`src/jtvs_pkg.sv`:
```
// Package: shared types, constants and limit-step functions for the velocity shaper.
`default_nettype none
package jtvs_pkg;

  localparam int unsigned AxisW   = 16;
  localparam int unsigned SpeedW  = 16;
  localparam int unsigned DzW     = 15;
  localparam int unsigned VelW    = 17;
  localparam int unsigned ModeW   = 3;
  localparam int unsigned CfgIdxW = 4;
  localparam int unsigned CfgDatW = 16;
  localparam int unsigned TickW   = 16;
  localparam int unsigned ProdW   = 2 * SpeedW;
  localparam int unsigned DivCntW = $clog2(ProdW);

  localparam logic [TickW-1:0]   TIMEOUT_TICKS = 16'd10;
  localparam logic [AxisW:0]     FULL_SCALE    = 17'd32768;

  localparam logic [ModeW-1:0]   MODE_RESET    = 3'd1;
  localparam logic [DzW-1:0]     DZ_RESET      = 15'd3277;
  localparam logic [SpeedW-1:0]  MIN_RESET     = 16'd410;
  localparam logic [SpeedW-1:0]  MAX_RESET     = 16'd4096;
  localparam logic [SpeedW-1:0]  STEP_RESET    = 16'd410;

  localparam logic [CfgIdxW-1:0] CFG_MODE      = 4'd0;
  localparam logic [CfgIdxW-1:0] CFG_DEADZONE  = 4'd1;
  localparam logic [CfgIdxW-1:0] CFG_LIN_MIN   = 4'd2;
  localparam logic [CfgIdxW-1:0] CFG_LIN_MAX   = 4'd3;
  localparam logic [CfgIdxW-1:0] CFG_LIN_STEP  = 4'd4;
  localparam logic [CfgIdxW-1:0] CFG_ANG_MIN   = 4'd5;
  localparam logic [CfgIdxW-1:0] CFG_ANG_MAX   = 4'd6;
  localparam logic [CfgIdxW-1:0] CFG_ANG_STEP  = 4'd7;

  typedef enum logic [1:0] {
    LN_IDLE,
    LN_MUL,
    LN_DIV,
    LN_FIN
  } lane_state_e;

  typedef enum logic [2:0] {
    ST_IDLE,
    ST_START,
    ST_CALC,
    ST_SEND,
    ST_ZERO
  } ctrl_state_e;

  typedef struct packed {
    logic                    invert;
    logic [DzW-1:0]          deadzone;
    logic [SpeedW-1:0]       minimum;
    logic [SpeedW-1:0]       limit;
  } lane_cfg_t;

  function automatic logic [SpeedW-1:0] step_up(input logic [SpeedW-1:0] lim,
                                                input logic [SpeedW-1:0] step,
                                                input logic [SpeedW-1:0] top);
    logic [SpeedW:0] s;
    s = {1'b0, lim} + {1'b0, step};
    return (s < {1'b0, top}) ? s[SpeedW-1:0] : top;
  endfunction

  function automatic logic [SpeedW-1:0] step_down(input logic [SpeedW-1:0] lim,
                                                  input logic [SpeedW-1:0] step,
                                                  input logic [SpeedW-1:0] bottom);
    logic signed [SpeedW:0] s;
    s = $signed({1'b0, lim}) - $signed({1'b0, step});
    return (s > $signed({1'b0, bottom})) ? s[SpeedW-1:0] : bottom;
  endfunction

endpackage
`default_nettype wire

```
`src/jtvs_lane.sv`:
```
// Lane: deadzone and rescale of one axis with a multiplier and a bit-serial divider.
`default_nettype none
module jtvs_lane
  import jtvs_pkg::*;
(
  input  wire logic                    clk_i,
  input  wire logic                    rst_ni,
  input  wire logic                    start_i,
  input  wire logic signed [AxisW-1:0] axis_i,
  input  wire lane_cfg_t               cfg_i,
  output logic                         done_o,
  output logic signed [VelW-1:0]       res_o
);

  lane_state_e state_q, state_d;
  logic [DivCntW-1:0] cnt_q, cnt_d;
  logic done_q, done_d;

  logic [SpeedW-1:0] diff_q, rabs_q, den_q, min_q;
  logic              rneg_q, aneg_q, inside_q;
  logic [ProdW-1:0]  prod_q, prod_d;
  logic [SpeedW-1:0] rem_q, rem_d, quo_q, quo_d;
  logic signed [VelW-1:0] res_q, res_d;

  logic signed [AxisW:0] a_ext, a_inv, a_mag, rng, rng_abs;
  logic [AxisW:0]        den_w;
  logic                  inside_w;
  logic [SpeedW:0]       trial, trial_sub;
  logic                  ge;
  logic signed [VelW-1:0] q_s, out_s;

  always_comb begin
    a_ext    = {axis_i[AxisW-1], axis_i};
    a_inv    = cfg_i.invert ? -a_ext : a_ext;
    a_mag    = a_inv[AxisW] ? -a_inv : a_inv;
    inside_w = a_mag[AxisW-1:0] <= {1'b0, cfg_i.deadzone};
    rng      = $signed({1'b0, cfg_i.limit}) - $signed({1'b0, cfg_i.minimum});
    rng_abs  = rng[SpeedW] ? -rng : rng;
    den_w    = FULL_SCALE - {2'b00, cfg_i.deadzone};
  end

  always_comb begin
    trial     = {rem_q, prod_q[ProdW-1]};
    ge        = trial >= {1'b0, den_q};
    trial_sub = trial - {1'b0, den_q};
    q_s       = rneg_q ? -$signed({1'b0, quo_q}) : $signed({1'b0, quo_q});
    out_s     = $signed({1'b0, min_q}) + q_s;
  end

  always_comb begin
    state_d = state_q;
    cnt_d   = cnt_q;
    prod_d  = prod_q;
    rem_d   = rem_q;
    quo_d   = quo_q;
    res_d   = res_q;
    done_d  = 1'b0;
    case (state_q)
      LN_IDLE: begin
        if (start_i) begin
          state_d = LN_MUL;
        end
      end
      LN_MUL: begin
        prod_d  = diff_q * rabs_q;
        rem_d   = '0;
        quo_d   = '0;
        cnt_d   = '1;
        state_d = LN_DIV;
      end
      LN_DIV: begin
        rem_d  = ge ? trial_sub[SpeedW-1:0] : trial[SpeedW-1:0];
        quo_d  = {quo_q[SpeedW-2:0], ge};
        prod_d = {prod_q[ProdW-2:0], 1'b0};
        cnt_d  = cnt_q - 1'b1;
        if (cnt_q == '0) begin
          state_d = LN_FIN;
        end
      end
      LN_FIN: begin
        if (inside_q) begin
          res_d = '0;
        end else if (aneg_q) begin
          res_d = -out_s;
        end else begin
          res_d = out_s;
        end
        done_d  = 1'b1;
        state_d = LN_IDLE;
      end
      default: begin
        state_d = LN_IDLE;
      end
    endcase
  end

  always_ff @(posedge clk_i or negedge rst_ni) begin
    if (!rst_ni) begin
      state_q <= LN_IDLE;
      cnt_q   <= '0;
      done_q  <= 1'b0;
    end else begin
      state_q <= state_d;
      cnt_q   <= cnt_d;
      done_q  <= done_d;
    end
  end

  always_ff @(posedge clk_i) begin
    if (state_q == LN_IDLE && start_i) begin
      diff_q   <= a_mag[AxisW-1:0] - {1'b0, cfg_i.deadzone};
      rabs_q   <= rng_abs[SpeedW-1:0];
      rneg_q   <= rng[SpeedW];
      aneg_q   <= a_inv[AxisW];
      inside_q <= inside_w;
      den_q    <= den_w[SpeedW-1:0];
      min_q    <= cfg_i.minimum;
    end
    prod_q <= prod_d;
    rem_q  <= rem_d;
    quo_q  <= quo_d;
    res_q  <= res_d;
  end

  assign done_o = done_q;
  assign res_o  = res_q;

endmodule
`default_nettype wire

```
`src/joystick_teleop_velocity_shaper_top.sv`:
```
// Top level: configuration, button and watchdog state, two axis lanes and output merge.
//
// Usage: joystick samples and watchdog ticks enter on the in channel
// (valid/ready); velocity commands leave on the out channel (valid/ready).
// Registers are written through the cfg channel, always ready; the user
// must write them only while idle, which the block does not enforce.
// A sample that is enabled starts the linear and angular lanes together;
// each lane captures its operands, does a 16x16 multiply and a restoring
// divide at one quotient bit per cycle, then forms the result. No new
// transaction is taken until that result has entered the output register.
// A zero command (disabled sample or watchdog timeout) uses no lane.
// The output register holds a result until the receiver takes it; while
// it is full the block may still take a transaction, and a new result waits
// in the lanes until the output register frees.
// Reset loads the register defaults, sets both limits to their maximum and
// clears the button history and watchdog state.
`default_nettype none
module joystick_teleop_velocity_shaper_top
  import jtvs_pkg::*;
(
  input  wire logic                    clk_i,
  input  wire logic                    rst_ni,
  input  wire logic                    cfg_valid_i,
  output logic                         cfg_ready_o,
  input  wire logic [CfgIdxW-1:0]      cfg_index_i,
  input  wire logic [CfgDatW-1:0]      cfg_data_i,
  input  wire logic                    in_valid_i,
  output logic                         in_ready_o,
  input  wire logic                    command_i,
  input  wire logic                    enable_left_i,
  input  wire logic                    enable_right_i,
  input  wire logic                    linear_up_i,
  input  wire logic                    linear_down_i,
  input  wire logic                    angular_up_i,
  input  wire logic                    angular_down_i,
  input  wire logic signed [AxisW-1:0] linear_axis_i,
  input  wire logic signed [AxisW-1:0] angular_axis_i,
  output logic                         out_valid_o,
  input  wire logic                    out_ready_i,
  output logic signed [VelW-1:0]       linear_velocity_o,
  output logic signed [VelW-1:0]       angular_velocity_o
);

  logic [ModeW-1:0]  mode_q;
  logic [DzW-1:0]    dz_q;
  logic [SpeedW-1:0] lin_min_q, lin_max_q, lin_step_q;
  logic [SpeedW-1:0] ang_min_q, ang_max_q, ang_step_q;

  logic [SpeedW-1:0] lin_lim_q, lin_lim_d, ang_lim_q, ang_lim_d;
  logic [3:0]        prev_q, prev_d;
  logic              zsent_q, zsent_d, seen_q, seen_d;
  logic [TickW-1:0]  ticks_q, ticks_d;
  ctrl_state_e       state_q, state_d;

  logic signed [AxisW-1:0] lin_axis_q, ang_axis_q;

  logic                   out_valid_q, out_valid_d;
  logic signed [VelW-1:0] lin_vel_q, lin_vel_d, ang_vel_q, ang_vel_d;

  logic                   accept, cfg_wr, out_free, lane_start, enabled;
  logic [3:0]             now, rise;
  logic [SpeedW-1:0]      lin_a, ang_a;
  logic [TickW-1:0]       ticks_inc;
  lane_cfg_t              lin_cfg, ang_cfg;
  logic                   lin_done, ang_done;
  logic signed [VelW-1:0] lin_res, ang_res;

  assign cfg_ready_o = 1'b1;
  assign cfg_wr      = cfg_valid_i & cfg_ready_o;
  assign in_ready_o  = (state_q == ST_IDLE);
  assign accept      = in_valid_i & in_ready_o;
  assign out_free    = ~out_valid_q | out_ready_i;
  assign lane_start  = (state_q == ST_START);

  assign lin_cfg = '{invert: mode_q[1], deadzone: dz_q, minimum: lin_min_q, limit: lin_lim_q};
  assign ang_cfg = '{invert: mode_q[2], deadzone: dz_q, minimum: ang_min_q, limit: ang_lim_q};

  jtvs_lane u_lane_lin (
    .clk_i   (clk_i),
    .rst_ni  (rst_ni),
    .start_i (lane_start),
    .axis_i  (lin_axis_q),
    .cfg_i   (lin_cfg),
    .done_o  (lin_done),
    .res_o   (lin_res)
  );

  jtvs_lane u_lane_ang (
    .clk_i   (clk_i),
    .rst_ni  (rst_ni),
    .start_i (lane_start),
    .axis_i  (ang_axis_q),
    .cfg_i   (ang_cfg),
    .done_o  (ang_done),
    .res_o   (ang_res)
  );

  always_comb begin
    now       = {angular_down_i, angular_up_i, linear_down_i, linear_up_i};
    rise      = now & ~prev_q;
    lin_a     = rise[0] ? step_up(lin_lim_q, lin_step_q, lin_max_q) : lin_lim_q;
    ang_a     = rise[2] ? step_up(ang_lim_q, ang_step_q, ang_max_q) : ang_lim_q;
    enabled   = ~mode_q[0] | (enable_left_i & enable_right_i);
    ticks_inc = (ticks_q == '1) ? ticks_q : ticks_q + 1'b1;
  end

  always_comb begin
    state_d     = state_q;
    lin_lim_d   = lin_lim_q;
    ang_lim_d   = ang_lim_q;
    prev_d      = prev_q;
    zsent_d     = zsent_q;
    seen_d      = seen_q;
    ticks_d     = ticks_q;
    out_valid_d = out_valid_q & ~out_ready_i;
    lin_vel_d   = lin_vel_q;
    ang_vel_d   = ang_vel_q;
    case (state_q)
      ST_IDLE: begin
        if (accept) begin
          if (command_i) begin
            if (seen_q) begin
              ticks_d = ticks_inc;
              if (ticks_inc > TIMEOUT_TICKS && !zsent_q) begin
                zsent_d = 1'b1;
                state_d = ST_ZERO;
              end
            end
          end else begin
            seen_d    = 1'b1;
            ticks_d   = '0;
            prev_d    = now;
            lin_lim_d = rise[1] ? step_down(lin_a, lin_step_q, lin_min_q) : lin_a;
            ang_lim_d = rise[3] ? step_down(ang_a, ang_step_q, ang_min_q) : ang_a;
            if (enabled) begin
              zsent_d = 1'b0;
              state_d = ST_START;
            end else if (!zsent_q) begin
              zsent_d = 1'b1;
              state_d = ST_ZERO;
            end
          end
        end
      end
      ST_START: begin
        state_d = ST_CALC;
      end
      ST_CALC: begin
        if (lin_done && ang_done) begin
          if (out_free) begin
            out_valid_d = 1'b1;
            lin_vel_d   = lin_res;
            ang_vel_d   = ang_res;
            state_d     = ST_IDLE;
          end else begin
            state_d = ST_SEND;
          end
        end
      end
      ST_SEND: begin
        if (out_free) begin
          out_valid_d = 1'b1;
          lin_vel_d   = lin_res;
          ang_vel_d   = ang_res;
          state_d     = ST_IDLE;
        end
      end
      ST_ZERO: begin
        if (out_free) begin
          out_valid_d = 1'b1;
          lin_vel_d   = '0;
          ang_vel_d   = '0;
          state_d     = ST_IDLE;
        end
      end
      default: begin
        state_d = ST_IDLE;
      end
    endcase
    if (cfg_wr && cfg_index_i == CFG_LIN_MAX) begin
      lin_lim_d = cfg_data_i;
    end
    if (cfg_wr && cfg_index_i == CFG_ANG_MAX) begin
      ang_lim_d = cfg_data_i;
    end
  end

  always_ff @(posedge clk_i or negedge rst_ni) begin
    if (!rst_ni) begin
      mode_q     <= MODE_RESET;
      dz_q       <= DZ_RESET;
      lin_min_q  <= MIN_RESET;
      lin_max_q  <= MAX_RESET;
      lin_step_q <= STEP_RESET;
      ang_min_q  <= MIN_RESET;
      ang_max_q  <= MAX_RESET;
      ang_step_q <= STEP_RESET;
    end else if (cfg_wr) begin
      case (cfg_index_i)
        CFG_MODE:     mode_q     <= cfg_data_i[ModeW-1:0];
        CFG_DEADZONE: dz_q       <= cfg_data_i[DzW-1:0];
        CFG_LIN_MIN:  lin_min_q  <= cfg_data_i;
        CFG_LIN_MAX:  lin_max_q  <= cfg_data_i;
        CFG_LIN_STEP: lin_step_q <= cfg_data_i;
        CFG_ANG_MIN:  ang_min_q  <= cfg_data_i;
        CFG_ANG_MAX:  ang_max_q  <= cfg_data_i;
        CFG_ANG_STEP: ang_step_q <= cfg_data_i;
        default: begin
        end
      endcase
    end
  end

  always_ff @(posedge clk_i or negedge rst_ni) begin
    if (!rst_ni) begin
      state_q     <= ST_IDLE;
      lin_lim_q   <= MAX_RESET;
      ang_lim_q   <= MAX_RESET;
      prev_q      <= '0;
      zsent_q     <= 1'b1;
      seen_q      <= 1'b0;
      ticks_q     <= '0;
      out_valid_q <= 1'b0;
    end else begin
      state_q     <= state_d;
      lin_lim_q   <= lin_lim_d;
      ang_lim_q   <= ang_lim_d;
      prev_q      <= prev_d;
      zsent_q     <= zsent_d;
      seen_q      <= seen_d;
      ticks_q     <= ticks_d;
      out_valid_q <= out_valid_d;
    end
  end

  always_ff @(posedge clk_i) begin
    if (accept) begin
      lin_axis_q <= linear_axis_i;
      ang_axis_q <= angular_axis_i;
    end
    lin_vel_q <= lin_vel_d;
    ang_vel_q <= ang_vel_d;
  end

  assign out_valid_o        = out_valid_q;
  assign linear_velocity_o  = lin_vel_q;
  assign angular_velocity_o = ang_vel_q;

endmodule
`default_nettype wire

```
`config.mk`:
```
export PLATFORM = sky130hd
export DESIGN_NAME = joystick_teleop_velocity_shaper_top
export DESIGN_NICKNAME = d
export VERILOG_FILES = /design/src/jtvs_pkg.sv /design/src/jtvs_lane.sv /design/src/joystick_teleop_velocity_shaper_top.sv
export SDC_FILE = /design/constraint.sdc
export NUM_CORES = 2
export LEC_CHECK = 0
export BUFFER_PORTS_ARGS = -buffer_cell sky130_fd_sc_hd__buf_2
export CORE_MARGIN = 1.5
export CORE_UTILIZATION = 35
export DETAILED_ROUTE_END_ITERATION = 8
export PLACE_DENSITY_LB_ADDON = 0.25
export SYNTH_ARGS = -nofsm -noshare
export SYNTH_HDL_FRONTEND = slang
export SYNTH_SLANG_ARGS = --single-unit
```
`constraint.sdc`:
```
create_clock -name clk_i -period 10.5 [get_ports clk_i]
set_input_delay 0.525 -clock clk_i [delete_from_list [all_inputs] [get_ports clk_i]]
set_output_delay 0.525 -clock clk_i [all_outputs]
set_load 0.01 [all_outputs]
```
Word level (Yosys, flattened, before mapping). Index checks and enable logic that the tools add are counted.

Bits in registers: 550. Input bits: 64. Output and inout bits: 37. Logic and storage cells: 237.

Add/sub/neg operators: 26. Multipliers: 2. Order comparisons: 9. Equality and inequality tests: 33. Multiplexer cells: 70. Bitwise gates (word level): 11. Reductions and logical operators: 38.

Operator list (count): $mux 16 (25); $mux 17 (11); $pmux 16 s2 (4); $pmux 32 s2 (2); $pmux 17 s3 (2); $neg 16->17 (4); $sub 16x16->17 (4); $mul 16x16->32 (2); $neg 16->16 (4); $add 16x16->17 (2); $add 17x17->17 (2); $ge 17x16->1 (2); $gt 17x17->1 (2); $lt 17x16->1 (2); $neg 17->17 (2); $le 16x15->1 (2); $sub 16x15->16 (2); $sub 16x16->16 (2); $mux 3 (8); $ne 2x1->1 const B (10); $pmux 5 s2 (2); $reduce_and 2->1 (10); $add 16x1->16 const B (1); $eq 16x16->1 const B (1); other kinds (36) (81).

Depth between registers and ports, before layout.
Depth after elaboration: 12. Depth in mapped cells: 38. Mapped depth without buffers: 36.

Modules after synthesis. Synthesis repeated with hierarchy kept, for this count alone.

Cell total of the unflattened synthesis: 5722. Area, all modules: 53171.0 µm².

Modules (own cells, without submodules): jtvs_lane at u_lane_ang (times used 1, cells an instance 2047, area each 18999.5 µm², sequential area each 4644.5 µm²); jtvs_lane at u_lane_lin (times used 1, cells an instance 2025, area each 18910.6 µm², sequential area each 4644.5 µm²); joystick_teleop_velocity_shaper_top (times used 1, cells an instance 1650, area each 15260.9 µm², sequential area each 6327.3 µm²).

Least setup slack after synthesis. Ideal clock, no wire load.

Kind: flip-flop to flip-flop. Start point: reg lin_step_q[0]. End point: reg lin_lim_q[3]. Library setup time: 142 ps. Data arrival time: 7788 ps. Required time: 10358 ps. Path slack: 2570 ps. Stages on the path, launching flop included: 35. Path buffers: 2. Period minus slack after synthesis: 7930 ps. Path through: dfrtp_1 -> ha_1 -> fa_1 -> a211oi_1 -> o211ai_1 -> a31o_2 -> a31o_2 -> a21oi_1 -> o21bai_1 -> xor2_1 -> ha_1 -> a21oi_1 -> nor2b_1 -> a2111oi_0 -> o21ai_0 -> nor2_1 -> buf_2 -> o211ai_1 -> and2_1 -> ha_1 -> nor2b_1 -> o21a_1 -> o21ai_0 -> a211o_1 -> a2111oi_0 -> a311oi_1 -> ha_1 -> o211ai_1 -> a21boi_0 -> a2111oi_0 -> or4_1 -> nor2_1 -> buf_2 -> mux2i_1 -> o221ai_1.

Longest elaborated chain between the ends: 12.

Ends and longest elaborated chain: start: declaration (RTL line joystick_teleop_velocity_shaper_top.sv:46) `logic [SpeedW-1:0] lin_min_q, lin_max_q, lin_step_q;`; start signal: assignment (RTL line joystick_teleop_velocity_shaper_top.sv:204) `CFG_LIN_STEP: lin_step_q <= cfg_data_i;`; $add 16x16->17 (RTL line jtvs_pkg.sv:60) `s = {1'b0, lim} + {1'b0, step};`; $lt 17x16->1 (RTL line jtvs_pkg.sv:61) `return (s < {1'b0, top}) ? s[SpeedW-1:0] : top;`; $mux 16 (RTL line jtvs_pkg.sv:61); $mux 16 (RTL line joystick_teleop_velocity_shaper_top.sv:101) `lin_a = rise[0] ? step_up(lin_lim_q, lin_step_q, lin_max_q) : lin_lim_q;`; $sub 16x16->17 (RTL line jtvs_pkg.sv:68) `s = $signed({1'b0, lim}) - $signed({1'b0, step});`; $gt 17x17->1 (RTL line jtvs_pkg.sv:69) `return (s > $signed({1'b0, bottom})) ? s[SpeedW-1:0] : bottom;`; $mux 16 (RTL line jtvs_pkg.sv:69); $mux 16 (*) (RTL line joystick_teleop_velocity_shaper_top.sv:133) `lin_lim_d = rise[1] ? step_down(lin_a, lin_step_q, lin_min_q) : lin_a;`; $mux 16 (*) (RTL line joystick_teleop_velocity_shaper_top.sv:121) `if (command_i) begin`; $mux 16 (*) (RTL line joystick_teleop_velocity_shaper_top.sv:120) `if (accept) begin`; $mux 16 (*) (RTL line joystick_teleop_velocity_shaper_top.sv:118) `case (state_q)`; $mux 16 (*) (RTL line joystick_teleop_velocity_shaper_top.sv:180) `if (cfg_wr && cfg_index_i == CFG_LIN_MAX) begin`; end signal: assignment (RTL line joystick_teleop_velocity_shaper_top.sv:226) `lin_lim_q <= lin_lim_d;`; end: declaration (RTL line joystick_teleop_velocity_shaper_top.sv:49) `logic [SpeedW-1:0] lin_lim_q, lin_lim_d, ang_lim_q, ang_lim_d;`.

Every way passes the cells marked *; elsewhere a longest branch is shown, timed or not. The select of a mux whose other input is x is not followed. A chain may end at the register's enable or synchronous reset.

Worst setup path after layout.
Start point: reg lin_step_q[0]. End point: reg lin_lim_q[11].

Same word-level chain as after synthesis.

==> out/qor.yml <==
drive_gt1_frac: 0.0734
status: "finished, final reports clean"
place.gp.congestion: 0.893
powerDensity_nw_per_um2: 166
post-cts-setup-buffer-count: 0
syn_inst: 5590
drc: 0
grt_pass1_vias: 39400
post-route-util: 0.387
clk_latency_ps: 690
crit_required_ps: 11060
cts_tree: "built"
synth_area_per_cell_um2: 9.44
startpoint: "lin_step_q[0]"
mostFrequentLayoutCells: "nand2_1 (761), inv_1 (698), ha_1 (478), fa_1 (400), edfxtp_1 (362)"
ant_nets: 0
crit_path_frequent_cell: "ha_1"
core-area_um2: 150000
final_common_cell: "nand2_1"
io_buffers: 99
dieArea_um2: 153000
dr.pass1.iters: 5
rows: 142
hp-class: "in2reg"
crit_slowest_cell: "a2111oi_0"
numCtsBuffers: 71
crit_arrival_ps: 9570
vias_per_cell: 5.19
fin_crit_ps: 9000
skew_ps: 53.5
cts_sinks: 550
yosysSeqAreaShare: 0.296
hold_viol: 0
die_y_um: 391
worstMarginPinSlew_ps: 1170
ys.flop_type: "edfxtp_1"
path_class: "reg2reg"
power_uw: 9620
setup_tns_ps: 0
crit_end: "lin_lim_q[11]"
netlist_area_um2: 52800
worstHoldPathCells: 1
final_max_slew_viol_count: 0
reg2reg_to: "lin_lim_q[11]"
synth-edff-count: 362
grt_usage: 0.189
cts_resized: 0
clkTransAtPathRegs_ps: 60
placed_area_um2: 55300
ys_ff_latch: 550
grt_max_degree: 99
grt_pass1_wl_um: 227000
wl_um: 144000
syn-num-nets: 6536
crit_path_end_kind: "flip-flop"
start_kind: "flip-flop"
fill_cells: 15000
antenna_found_initial: 7
regArea_um2: 15600
grt.overflow.total: 0
relSlewSlack: 0.219
fin_area_um2: 58000
yosysWarnings: 0
async_flop_share: 0.342
ioPinCount: 101
synth_cell_types: 104
ir_drop_v: 0.000206
rsz0062_at_grt: "no"
fmax_mhz: 111
cts_hold_buf: 16
fin_nets: 6558
r2r_slack_ps: 1500
slowest_delay_ps: 550
cts_buffer_depth: 3
h-tree-depth: 3
maxCapViolations: 0
die_w_um: 391
wl_per_cell_um: 18.7
setup_viol: 0
power.leakage_uw: 0.0251
initial_core_util: 0.352
cts-root-buf: "clkbuf_16"
vias: 39900
finalWorstSetupSlack_ps: 1500
crit_fanout: 16
r2r_start: "lin_step_q[0]"
multi_input_area_um2: 33800
worst-r2r-cell-count: 32
period_share: 0.857
syn_to_final_growth_pct: 9.96
place_ws_ps: 1600
hpwl_um: 111000
drtIter0Drc: 2428
-- layout make-up --
cell class / count / area share
sequential: 550 / 0.269
inverter: 701 / 0.0453
clock inverter: 45 / 0.0103
clock buffer: 86 / 0.0338
tap: 2016 / 0.0435
antenna: 1 / 0.0000431
multi-input combinational: 4145 / 0.583
timing repair buffer: 143 / 0.0151
-- critical path, delay by kind of cell, from the launching register on --
kind	cells	cell delay [ps]
compound gates	15	4080
xor+xnor	2	420
fa+ha+maj	5	1620
buf+inv	2	380
flops	1	400
mux	1	380
simple gates	7	1580
-- through the flow --
step	instances	hold slack [ps]
floorplan	5590	229
global placement	7539	450
detailed placement	7539	464
CTS	7686	2.70
global route	7686	7.99
finish	7687	64.8
-- where the power goes --
group / internal (uW) / switching, uW / total (uW)
Clock: 1560 / 1090 / 2650
Combinational: 1790 / 2470 / 4260
Sequential: 2560 / 159 / 2720
Total: 5910 / 3720 / 9620
-- worst min-delay path by stage --
stage | startpoint | end
floorplan | rst_ni | ang_lim_q[0]
global placement | lin_min_q[14] | u_lane_lin.min_q[14]
global route | linear_axis_i[1] | lin_axis_q[1]
detailed placement | lin_min_q[14] | u_lane_lin.min_q[14]
finish | linear_axis_i[1] | lin_axis_q[1]
CTS | linear_axis_i[1] | lin_axis_q[1]
-- flip-flops by register name, indices dropped and copies added (netlist names), 17 cells and up --
register / flops
u_lane_lin.prod_q: 32
linear_velocity_o: 17
angular_velocity_o: 17
u_lane_lin.res_o: 17
u_lane_ang.prod_q: 32
u_lane_ang.res_o: 17
-- cell usage after synthesis, drive strengths merged (14+ instances only) --
cell type | n | share of area
nand2 | 761 | 0.054
mux2i | 61 | 0.012
dfstp | 33 | 0.016
and3 | 29 | 0.0034
a21oi | 271 | 0.026
nand3 | 86 | 0.0082
xor2 | 125 | 0.021
o41ai | 17 | 0.0031
a2111oi | 17 | 0.0035
a21boi | 14 | 0.0020
dfrtp | 155 | 0.074
clkbuf | 167 | 0.012
edfxtp | 362 | 0.21
nor4 | 20 | 0.0025
xnor2 | 232 | 0.039
a211o | 15 | 0.0025
nor2 | 227 | 0.016
a31oi | 30 | 0.0036
buf | 27 | 0.0028
o211ai | 32 | 0.0046
or3 | 28 | 0.0037
fa | 400 | 0.15
nor3 | 82 | 0.0078
o21bai | 27 | 0.0038
a211oi | 33 | 0.0047
ha | 482 | 0.11
nand2b | 54 | 0.0064
o21ai | 296 | 0.028
and2 | 219 | 0.026
nand4 | 26 | 0.0031
nor2b | 69 | 0.0082
o21a | 51 | 0.0073
and4 | 15 | 0.0025
mux2 | 76 | 0.016
or4 | 14 | 0.0021
a21o | 79 | 0.011
o31ai | 50 | 0.0071
inv | 700 | 0.050
-- cell families after synthesis --
| logic type | count (synthesis) | share of synthesized area |
|---|---|---|
| xor+xnor | 357 | 0.0594 |
| flops | 550 | 0.296 |
| buf+inv | 895 | 0.0646 |
| simple gates | 1675 | 0.151 |
| mux | 137 | 0.0278 |
| other cells | 1 | 0.0000711 |
| compound gates | 1093 | 0.135 |
| fa+ha+maj | 882 | 0.266 |
-- layer usage --
layer  routed length [um]  GRT usage
met5                   10          0
met4                 3520     0.0438
met3                 7170     0.0267
met1                70300      0.276
met2                63100      0.295
Note: power is estimated with default switching activity, not from simulation.
